`src/rtl/core/gsa_pkg.sv`:
```
// Shared types, register indexes and reset values for the grid scan block.
package gsa_pkg;

    localparam int AXES = 3;
    localparam int AW   = 2;

    localparam logic [2:0] CFG_STEPS = 3'd0;
    localparam logic [2:0] CFG_SCALE = 3'd1;
    localparam logic [2:0] CFG_INIT  = 3'd2;
    localparam logic [2:0] CFG_ROW0  = 3'd3;
    localparam logic [2:0] CFG_ROW1  = 3'd4;
    localparam logic [2:0] CFG_ROW2  = 3'd5;
    localparam logic [2:0] CFG_MAX   = 3'd6;

    localparam logic MODE_START  = 1'b0;
    localparam logic MODE_SAMPLE = 1'b1;

    localparam logic [47:0] RST_SCALE = 48'h0100_0100_0100;
    localparam logic [47:0] RST_ROW0  = 48'h0000_0000_4000;
    localparam logic [47:0] RST_ROW1  = 48'h0000_4000_0000;
    localparam logic [47:0] RST_ROW2  = 48'h4000_0000_0000;

    typedef struct packed {
        logic [20:0]      steps;
        logic [47:0]      scale;
        logic [47:0]      init;
        logic [2:0][47:0] geom;
        logic             maximize;
    } t_cfg;

    typedef struct packed {
        logic               mode;
        logic signed [31:0] value;
    } t_item;

    typedef struct packed {
        logic [2:0][15:0] pos;
        logic [31:0]      value;
        logic             done;
    } t_result;

endpackage

```
`src/rtl/core/grid_scan_argmin_argmax_top.sv`:
```
// Top level of the exhaustive grid search: configuration registers and output register.
//
// Input channel: i_valid, o_stall, i_mode, i_metric_value. A start word (mode 0) carries
// the metric at the initial point; a sample word (mode 1) carries the metric of the point
// last delivered. Every accepted word yields exactly one result word.
// Output channel: o_valid, i_stall, o_pos_x/y/z, o_best_value, o_done_res. The output
// register holds a word while i_stall is high; the back end keeps working until its next result is ready.
// Configuration: i_cfg_valid, o_cfg_ready (always high), i_cfg_index, i_cfg_data; write
// only while no word is in flight.
// Sequencing: a start word, or a sample word that does not finish the grid, passes from
// the queue through S_CALC, S_WAIT, S_GEOM and S_DRAIN to S_OUT and the output register,
// paced by the one shared 17x17 multiplier that forms the scaled offsets and then the nine
// matrix products. A sample word that finishes the grid, or arrives with no walk active,
// goes to S_OUT. Items are processed one at a time; a two-entry queue buffers the input.
// Reset (synchronous, active low) restores the register defaults, clears the extremes,
// points and index to zero and leaves the block idle.
module grid_scan_argmin_argmax_top (
    input  logic               i_clk,
    input  logic               i_rst_n,
    input  logic               i_valid,
    output logic               o_stall,
    input  logic               i_mode,
    input  logic signed [31:0] i_metric_value,
    output logic               o_valid,
    input  logic               i_stall,
    output logic signed [15:0] o_pos_x,
    output logic signed [15:0] o_pos_y,
    output logic signed [15:0] o_pos_z,
    output logic signed [31:0] o_best_value,
    output logic               o_done_res,
    input  logic               i_cfg_valid,
    output logic               o_cfg_ready,
    input  logic [2:0]         i_cfg_index,
    input  logic [47:0]        i_cfg_data
);

    gsa_pkg::t_cfg    r_cfg;
    gsa_pkg::t_item   in_item;
    gsa_pkg::t_item   q_item;
    gsa_pkg::t_result res;
    gsa_pkg::t_result r_out;
    logic             r_ovalid;
    logic             q_valid;
    logic             q_pop;
    logic             res_valid;
    logic             res_ready;

    assign o_cfg_ready   = 1'b1;
    assign in_item.mode  = i_mode;
    assign in_item.value = i_metric_value;
    assign res_ready     = !r_ovalid || !i_stall;

    assign o_valid      = r_ovalid;
    assign o_pos_x      = r_out.pos[0];
    assign o_pos_y      = r_out.pos[1];
    assign o_pos_z      = r_out.pos[2];
    assign o_best_value = r_out.value;
    assign o_done_res   = r_out.done;

    gsa_front u_front (
        .i_clk     (i_clk),
        .i_rst_n   (i_rst_n),
        .i_valid   (i_valid),
        .o_stall   (o_stall),
        .i_item    (in_item),
        .o_q_valid (q_valid),
        .o_q_item  (q_item),
        .i_q_pop   (q_pop)
    );

    gsa_back u_back (
        .i_clk       (i_clk),
        .i_rst_n     (i_rst_n),
        .i_cfg       (r_cfg),
        .i_q_valid   (q_valid),
        .i_q_item    (q_item),
        .o_q_pop     (q_pop),
        .o_res_valid (res_valid),
        .o_res       (res),
        .i_res_ready (res_ready)
    );

    always_ff @(posedge i_clk) begin
        if (res_valid && res_ready) begin
            r_out <= res;
        end
    end

    always_ff @(posedge i_clk) begin
        if (!i_rst_n) begin
            r_ovalid <= 1'b0;
        end else if (res_valid && res_ready) begin
            r_ovalid <= 1'b1;
        end else if (!i_stall) begin
            r_ovalid <= 1'b0;
        end
    end

    always_ff @(posedge i_clk) begin
        if (!i_rst_n) begin
            r_cfg.steps    <= '0;
            r_cfg.scale    <= gsa_pkg::RST_SCALE;
            r_cfg.init     <= '0;
            r_cfg.geom[0]  <= gsa_pkg::RST_ROW0;
            r_cfg.geom[1]  <= gsa_pkg::RST_ROW1;
            r_cfg.geom[2]  <= gsa_pkg::RST_ROW2;
            r_cfg.maximize <= 1'b0;
        end else if (i_cfg_valid) begin
            unique case (i_cfg_index)
                gsa_pkg::CFG_STEPS: r_cfg.steps    <= i_cfg_data[20:0];
                gsa_pkg::CFG_SCALE: r_cfg.scale    <= i_cfg_data;
                gsa_pkg::CFG_INIT:  r_cfg.init     <= i_cfg_data;
                gsa_pkg::CFG_ROW0:  r_cfg.geom[0]  <= i_cfg_data;
                gsa_pkg::CFG_ROW1:  r_cfg.geom[1]  <= i_cfg_data;
                gsa_pkg::CFG_ROW2:  r_cfg.geom[2]  <= i_cfg_data;
                gsa_pkg::CFG_MAX:   r_cfg.maximize <= i_cfg_data[0];
                default: begin
                end
            endcase
        end
    end

endmodule

```
`src/rtl/core/gsa_front.sv`:
```
// Input stage: accepts words and holds them in a two-entry queue for the back end.
module gsa_front (
    input  logic           i_clk,
    input  logic           i_rst_n,
    input  logic           i_valid,
    output logic           o_stall,
    input  gsa_pkg::t_item i_item,
    output logic           o_q_valid,
    output gsa_pkg::t_item o_q_item,
    input  logic           i_q_pop
);

    gsa_pkg::t_item r_mem [2];
    logic           r_wp;
    logic           r_rp;
    logic [1:0]     r_cnt;
    logic           push;
    logic           pop;

    assign o_stall   = (r_cnt == 2'd2);
    assign o_q_valid = (r_cnt != 2'd0);
    assign o_q_item  = r_mem[r_rp];
    assign push      = i_valid && !o_stall;
    assign pop       = i_q_pop && o_q_valid;

    always_ff @(posedge i_clk) begin
        if (push) begin
            r_mem[r_wp] <= i_item;
        end
    end

    always_ff @(posedge i_clk) begin
        if (!i_rst_n) begin
            r_wp  <= 1'b0;
            r_rp  <= 1'b0;
            r_cnt <= 2'd0;
        end else begin
            if (push) begin
                r_wp <= ~r_wp;
            end
            if (pop) begin
                r_rp <= ~r_rp;
            end
            if (push && !pop) begin
                r_cnt <= r_cnt + 2'd1;
            end else if (pop && !push) begin
                r_cnt <= r_cnt - 2'd1;
            end
        end
    end

endmodule

```
`src/rtl/core/gsa_back.sv`:
```
// Back end: tracks the extremes, advances the grid index and computes points on one multiplier.
module gsa_back (
    input  logic             i_clk,
    input  logic             i_rst_n,
    input  gsa_pkg::t_cfg    i_cfg,
    input  logic             i_q_valid,
    input  gsa_pkg::t_item   i_q_item,
    output logic             o_q_pop,
    output logic             o_res_valid,
    output gsa_pkg::t_result o_res,
    input  logic             i_res_ready
);

    localparam logic [2:0] S_IDLE  = 3'd0;
    localparam logic [2:0] S_CALC  = 3'd1;
    localparam logic [2:0] S_WAIT  = 3'd2;
    localparam logic [2:0] S_GEOM  = 3'd3;
    localparam logic [2:0] S_DRAIN = 3'd4;
    localparam logic [2:0] S_OUT   = 3'd5;

    localparam logic [gsa_pkg::AW-1:0] LAST = gsa_pkg::AW'(gsa_pkg::AXES - 1);

    function automatic logic [15:0] sat16(input logic signed [34:0] v);
        if (v > 35'sd32767) begin
            return 16'h7fff;
        end else if (v < -35'sd32768) begin
            return 16'h8000;
        end
        return v[15:0];
    endfunction

    logic [2:0]                r_state;
    logic                      r_walking;
    logic                      r_done;
    logic [2:0][7:0]           r_idx;
    logic [2:0][15:0]          r_pend;
    logic signed [31:0]        r_hi_val;
    logic signed [31:0]        r_lo_val;
    logic [2:0][15:0]          r_hi_pt;
    logic [2:0][15:0]          r_lo_pt;
    logic [2:0][15:0]          r_c;
    logic signed [34:0]        r_acc;
    logic signed [33:0]        r_prod;
    logic                      r_pv;
    logic                      r_pg;
    logic [gsa_pkg::AW-1:0]    r_pi;
    logic [gsa_pkg::AW-1:0]    r_pj;
    logic [gsa_pkg::AW-1:0]    r_i;
    logic [gsa_pkg::AW-1:0]    r_j;

    logic [2:0][7:0]           adv_idx;
    logic                      adv_wrap;
    logic [8:0]                nx;
    logic signed [8:0]         diff;
    logic signed [16:0]        mul_a;
    logic signed [16:0]        mul_b;
    logic signed [33:0]        mul_p;
    logic signed [34:0]        prod_x;
    logic signed [34:0]        init_x;
    logic signed [34:0]        acc_sum;
    logic signed [34:0]        rnd;
    logic [15:0]               init_lane;
    logic                      issue;

    always_comb begin
        adv_idx  = r_idx;
        adv_wrap = 1'b1;
        nx       = 9'd0;
        for (int i = 0; i < gsa_pkg::AXES; i++) begin
            if (adv_wrap) begin
                nx = {1'b0, r_idx[i]} + 9'd1;
                if (nx > {1'b0, i_cfg.steps[7*i +: 7], 1'b0}) begin
                    adv_idx[i] = 8'd0;
                end else begin
                    adv_idx[i] = nx[7:0];
                    adv_wrap   = 1'b0;
                end
            end
        end
    end

    always_comb begin
        diff = $signed({1'b0, r_idx[r_i]}) - $signed({2'b00, i_cfg.steps[7*r_i +: 7]});
        if (r_state == S_GEOM) begin
            mul_a = {i_cfg.geom[r_i][16*r_j+15], i_cfg.geom[r_i][16*r_j +: 16]};
            mul_b = {r_c[r_j][15], r_c[r_j]};
        end else begin
            mul_a = {{8{diff[8]}}, diff};
            mul_b = {1'b0, i_cfg.scale[16*r_i +: 16]};
        end
    end

    assign mul_p     = mul_a * mul_b;
    assign issue     = (r_state == S_CALC) || (r_state == S_GEOM);
    assign prod_x    = {r_prod[33], r_prod};
    assign init_lane = i_cfg.init[16*r_pi +: 16];
    assign init_x    = {{19{init_lane[15]}}, init_lane};
    assign acc_sum   = ((r_pj == '0) ? 35'sd0 : r_acc) + prod_x;
    assign rnd       = (acc_sum + 35'sd8192) >>> 14;

    assign o_q_pop     = (r_state == S_IDLE) && i_q_valid;
    assign o_res_valid = (r_state == S_OUT);

    always_comb begin
        o_res.done  = r_done;
        o_res.value = i_cfg.maximize ? r_hi_val : r_lo_val;
        for (int i = 0; i < 3; i++) begin
            if (!r_done) begin
                o_res.pos[i] = r_pend[i];
            end else if (i_cfg.maximize) begin
                o_res.pos[i] = r_hi_pt[i];
            end else begin
                o_res.pos[i] = r_lo_pt[i];
            end
        end
    end

    always_ff @(posedge i_clk) begin
        r_prod <= mul_p;
        r_pg   <= (r_state == S_GEOM);
        r_pi   <= r_i;
        r_pj   <= r_j;
    end

    always_ff @(posedge i_clk) begin
        if (!i_rst_n) begin
            r_state   <= S_IDLE;
            r_walking <= 1'b0;
            r_done    <= 1'b0;
            r_idx     <= '0;
            r_pend    <= '0;
            r_hi_val  <= '0;
            r_lo_val  <= '0;
            r_hi_pt   <= '0;
            r_lo_pt   <= '0;
            r_c       <= '0;
            r_acc     <= '0;
            r_pv      <= 1'b0;
            r_i       <= '0;
            r_j       <= '0;
        end else begin
            r_pv <= issue;
            if (r_pv) begin
                if (!r_pg) begin
                    r_c[r_pi] <= sat16(init_x + prod_x);
                end else if (r_pj == LAST) begin
                    r_pend[r_pi] <= sat16(rnd);
                end else begin
                    r_acc <= acc_sum;
                end
            end
            unique case (r_state)
                S_IDLE: begin
                    if (i_q_valid) begin
                        r_i <= '0;
                        r_j <= '0;
                        if (i_q_item.mode == gsa_pkg::MODE_START) begin
                            r_hi_val  <= i_q_item.value;
                            r_lo_val  <= i_q_item.value;
                            r_idx     <= '0;
                            r_walking <= 1'b1;
                            r_done    <= 1'b0;
                            r_state   <= S_CALC;
                            for (int i = 0; i < 3; i++) begin
                                if (i < gsa_pkg::AXES) begin
                                    r_hi_pt[i] <= i_cfg.init[16*i +: 16];
                                    r_lo_pt[i] <= i_cfg.init[16*i +: 16];
                                end else begin
                                    r_hi_pt[i] <= 16'd0;
                                    r_lo_pt[i] <= 16'd0;
                                end
                            end
                        end else if (!r_walking) begin
                            r_done  <= 1'b1;
                            r_state <= S_OUT;
                        end else begin
                            if (i_q_item.value > r_hi_val) begin
                                r_hi_val <= i_q_item.value;
                                r_hi_pt  <= r_pend;
                            end
                            if (i_q_item.value < r_lo_val) begin
                                r_lo_val <= i_q_item.value;
                                r_lo_pt  <= r_pend;
                            end
                            r_idx <= adv_idx;
                            if (adv_wrap) begin
                                r_walking <= 1'b0;
                                r_done    <= 1'b1;
                                r_state   <= S_OUT;
                            end else begin
                                r_done  <= 1'b0;
                                r_state <= S_CALC;
                            end
                        end
                    end
                end
                S_CALC: begin
                    if (r_i == LAST) begin
                        r_i     <= '0;
                        r_state <= S_WAIT;
                    end else begin
                        r_i <= r_i + gsa_pkg::AW'(1);
                    end
                end
                S_WAIT: begin
                    r_state <= S_GEOM;
                end
                S_GEOM: begin
                    if (r_j == LAST) begin
                        r_j <= '0;
                        if (r_i == LAST) begin
                            r_state <= S_DRAIN;
                        end else begin
                            r_i <= r_i + gsa_pkg::AW'(1);
                        end
                    end else begin
                        r_j <= r_j + gsa_pkg::AW'(1);
                    end
                end
                S_DRAIN: begin
                    r_state <= S_OUT;
                end
                S_OUT: begin
                    if (i_res_ready) begin
                        r_state <= S_IDLE;
                    end
                end
                default: begin
                    r_state <= S_IDLE;
                end
            endcase
        end
    end

    a_done_idle: assert property (@(posedge i_clk) disable iff (!i_rst_n)
        (o_res_valid && o_res.done) |-> !r_walking)
        else $error("finished result while the grid walk is still active");

    a_point_walking: assert property (@(posedge i_clk) disable iff (!i_rst_n)
        (o_res_valid && !o_res.done) |-> r_walking)
        else $error("grid point issued while no walk is active");

    a_order: assert property (@(posedge i_clk) disable iff (!i_rst_n)
        r_lo_val <= r_hi_val)
        else $error("lowest value exceeds highest value");

    a_start: assert property (@(posedge i_clk) disable iff (!i_rst_n)
        (o_q_pop && i_q_item.mode == gsa_pkg::MODE_START) |=> (r_walking && r_state == S_CALC))
        else $error("start word did not begin a walk");

endmodule
```
`config.mk`:
```
export PLATFORM = sky130hd
export DESIGN_NAME = grid_scan_argmin_argmax_top
export DESIGN_NICKNAME = d
export VERILOG_FILES = /design/src/rtl/core/gsa_pkg.sv /design/src/rtl/core/grid_scan_argmin_argmax_top.sv /design/src/rtl/core/gsa_front.sv /design/src/rtl/core/gsa_back.sv
export SDC_FILE = /design/constraint.sdc
export NUM_CORES = 2
export LEC_CHECK = 0
export ABC_AREA = 1
export BUFFER_PORTS_ARGS = -buffer_cell sky130_fd_sc_hd__buf_2
export CORE_ASPECT_RATIO = 0.8
export CORE_MARGIN = 4
export CORE_UTILIZATION = 58
export DETAILED_ROUTE_END_ITERATION = 7
export PLACE_DENSITY = 0.75
export SYNTH_ARGS = -nofsm -noshare
export SYNTH_HDL_FRONTEND = slang
export SYNTH_HIERARCHICAL = 1
export SYNTH_SLANG_ARGS = --single-unit
```
`constraint.sdc`:
```
create_clock -name i_clk -period 22.7 [get_ports i_clk]
set_input_delay 4.54 -clock i_clk [delete_from_list [all_inputs] [get_ports i_clk]]
set_output_delay 4.54 -clock i_clk [all_outputs]
set_load 0.01 [all_outputs]
```
==> metrics.yaml <==
outcome: "complete, no violations"
ys.warnings.count: 6
synth-simple-area-share_pct: 27.2
slew_viol_final: 0
ys_seq_elements: 779
finClkSkew_ns: 0.0286
cts_root_buf: "clkbuf_16"
drt.antenna.violating_nets: 0
synth.most_common_cell: "nand2_1"
synth-compound-area-share_pct: 9.39
intPower_uw: 3600
p_comb_share_pct: 50.7
worst_pin_slew_ns: 1.27
p_switching_uw: 3000
utilization_pct: 63.8
ioPinCount: 173
fin_crit_ns: 11.05
clkLatencyLatePin_ns: 0.66
synth-xor-area-share_pct: 1.70
final.period_utilization_pct: 48.7
synth_mux_area_share_pct: 0.950
clk_pin_slew_ns: 0.06
setup_viol_count_final: 0
gr-total-overflow: 0
io_buffers: 171
startpoint_type: "flop"
critPathCaptureType: "flop"
track_usage_pct: 33.7
critPathKind: "flop to flop"
die_h_um: 276
seqPwrFrac_pct: 27.6
holdCritPathClass: "flop to flop"
synth_top_area_share_pct: 24.3
p_per_area_mw_per_mm2: 117
yosysTopAreaCell: "dfxtp_1"
vias_per_cell: 5.65
dp_hpwl_mm: 116
postCtsSetupBuffers: 0
rsz0062_at_grt: "false"
vdd_ir_drop_max_mv: 0.158
cpPeakStageDelay_ns: 0.75
postLayoutCellArea_mm2: 0.0563
sw_frac_of_total_pct: 45.4
synth_common_cells: "nand2_1, nor2_1, inv_1, dfxtp_1, nand3_1"
die-width_um: 343
synth_cells: 7220
antenna_found_initial: 6
yosysSeqAreaShare_pct: 32.8
numCtsBuffers: 80
async_flop_share_pct: 0
ctsResizeCount: 0
start_util_pct: 58.9
routed_wl_mm: 162
cp.required_ns: 23.25
grt_pass1_wl_mm: 251
cts.sinks: 779
synth_edf_count: 147
fin_tns_setup_ns: 0
wire_per_inst_um: 19.2
grt_pass1_vias: 44000
slew_headroom_pct: 15.2
path_common_cell: "inv_1"
hold_buffers: 0
syn_nets: 7850
synth_area_leaders: "dfxtp_1, fa_1, nand2_1"
drtPass1Iterations: 6
dieArea_mm2: 0.0946
drive_gt1_share_pct: 6.67
layout.nets: 7821
area_growth_pct: 8.19
cts_tree: "done"
cap_violations: 0
worst-path-max-fanout: 61
drtIter0Drc: 5448
fmax_mhz: 90.5
hold_violations: 0
drc: 0
vias: 47700
synth_cell_type_count: 64
coreArea_mm2: 0.0882
avgSynthCellArea_um2: 7.20
cts_max_path_buffers: 3
p_total_uw: 6600
cp.arrival_ns: 11.59
synthAdderAreaFrac_pct: 17.2
synth_top_family_by_area: "simple AND/OR/NAND/NOR gates"
h-tree-depth: 3
leakage_uw: 0.0263
clock_power_share_pct: 21.7
netlist_area_mm2: 0.0520
ys.flop_type: "dfxtp_1"
gp_congestion: 0.978
rows: 97
grt_start_max_net_pins: 102
cp_slowest_cell: "o21ai_1"
dpl_cell_area_mm2: 0.0534
final cells by class:
type | instances | area [um2]
fillers | 7909 | 32000
diodes | 2 | 5.00
multi-input cells | 5025 | 29500
inverters | 1078 | 4050
well taps | 1188 | 1490
clock inverters | 36 | 534
repair buffers | 227 | 1290
clock buffers | 110 | 2310
flip-flops and latches | 779 | 17100
sequential cells by signal, summed over array words and instances (netlist names), 2 cells and up, named ones only:
name,flops
u_back/r_prod,34
u_back/r_idx,24
r_cfg,262
u_back/r_lo_val,32
u_back/r_hi_val,32
u_back/r_j,2
o_pos_x,16
u_back/r_acc,35
o_best_value,32
u_front/r_mem,66
u_back/r_pend,48
o_pos_z,16
u_back/r_hi_pt,48
u_back/r_pj,2
u_front/r_cnt,2
u_back/r_lo_pt,48
u_back/r_pi,2
u_back/r_state,3
u_back/r_i,2
o_pos_y,16
u_back/r_c,48
cells in the final DEF, fill, tap and decap left out, types with 11 or more instances in the layout:
cell type and n:
edfxtp_1 147, clkbuf_16 84, nor2_1 1220, bufinv_16 11
inv_2 20, o21ai_0 290, mux2_4 30, clkbuf_8 11
a21o_1 12, buf_4 56, nand3b_1 13, nor2_2 13
a21oi_1 373, o22ai_1 62, o221ai_1 24, inv_1 1047
clkbuf_1 14, buf_2 170, nand4_1 35, xor2_1 73
dfxtp_1 629, clkinv_2 14, fa_1 289, nand3_1 606
ha_1 252, nor2_4 18, nor3_1 32, nand2_2 22
a221oi_1 25, nand2_1 1500, xnor2_1 26
power by group through the flow:
stage	Clock, uW	Combinational [uW]	Sequential [uW]
after global routing	1500	3740	1830
after detailed placement	0	3270	1840
after floorplan	0	2420	1770
final	1440	3340	1820
after global placement	0	3200	1830
after CTS	1450	3290	1810
critical path, delay by kind of cell (launching register included):
kind                       cells  cell delay [ns]
adders and majority gates      8             3.40
xor gates and xnor gates       1             0.10
and+or+nand+nor               12             1.24
buffers and inverters         10             2.26
AOI/OAI and AO/OA             11             3.17
DFF                            1             0.74
per-layer routing:
layer	wire length (um)	part of all wire (%)	track usage, %	up-vias
met2	69000	43	51.1	2474
met5	15	0.0092	0	-
met4	5660	3.5	10.9	2
met1	70100	43	49.0	22300
li1	-	-	-	22700
met3	17400	11	5.81	318
cell families after synthesis:
| family | Yosys count |
|---|---|
| fa+ha+maj | 541 |
| buf+inv | 1416 |
| other cells | 1 |
| mux | 34 |
| xor+xnor | 100 |
| flops | 779 |
| simple gates | 3479 |
| compound gates | 870 |
path summary, 6_finish.rpt:
kind	startpoint	end	slack, ns	cells past startpoint
worst max-delay path	u_back/r_i[1]	u_back/r_prod[29]	11.65	42
worst min-delay path	u_back/r_j[0]	u_back/r_pj[0]	0.41	0
worst max register to register	u_back/r_i[1]	u_back/r_prod[29]	11.65	42
worst min register to register	u_back/r_j[0]	u_back/r_pj[0]	0.41	0
per-stage QoR:
stage / cells / setup WS, ns / hold WS [ns]
final: 8445 / 11.65 / 0.411
after global placement: 8297 / 12.07 / 0.397
after global routing: 8443 / 10.80 / 0.412
after floorplan: 7220 / 13.39 / 0.352
after detailed placement: 8297 / 11.85 / 0.390
after CTS: 8443 / 11.81 / 0.399
Note: power is estimated with default switching activity, not from simulation.
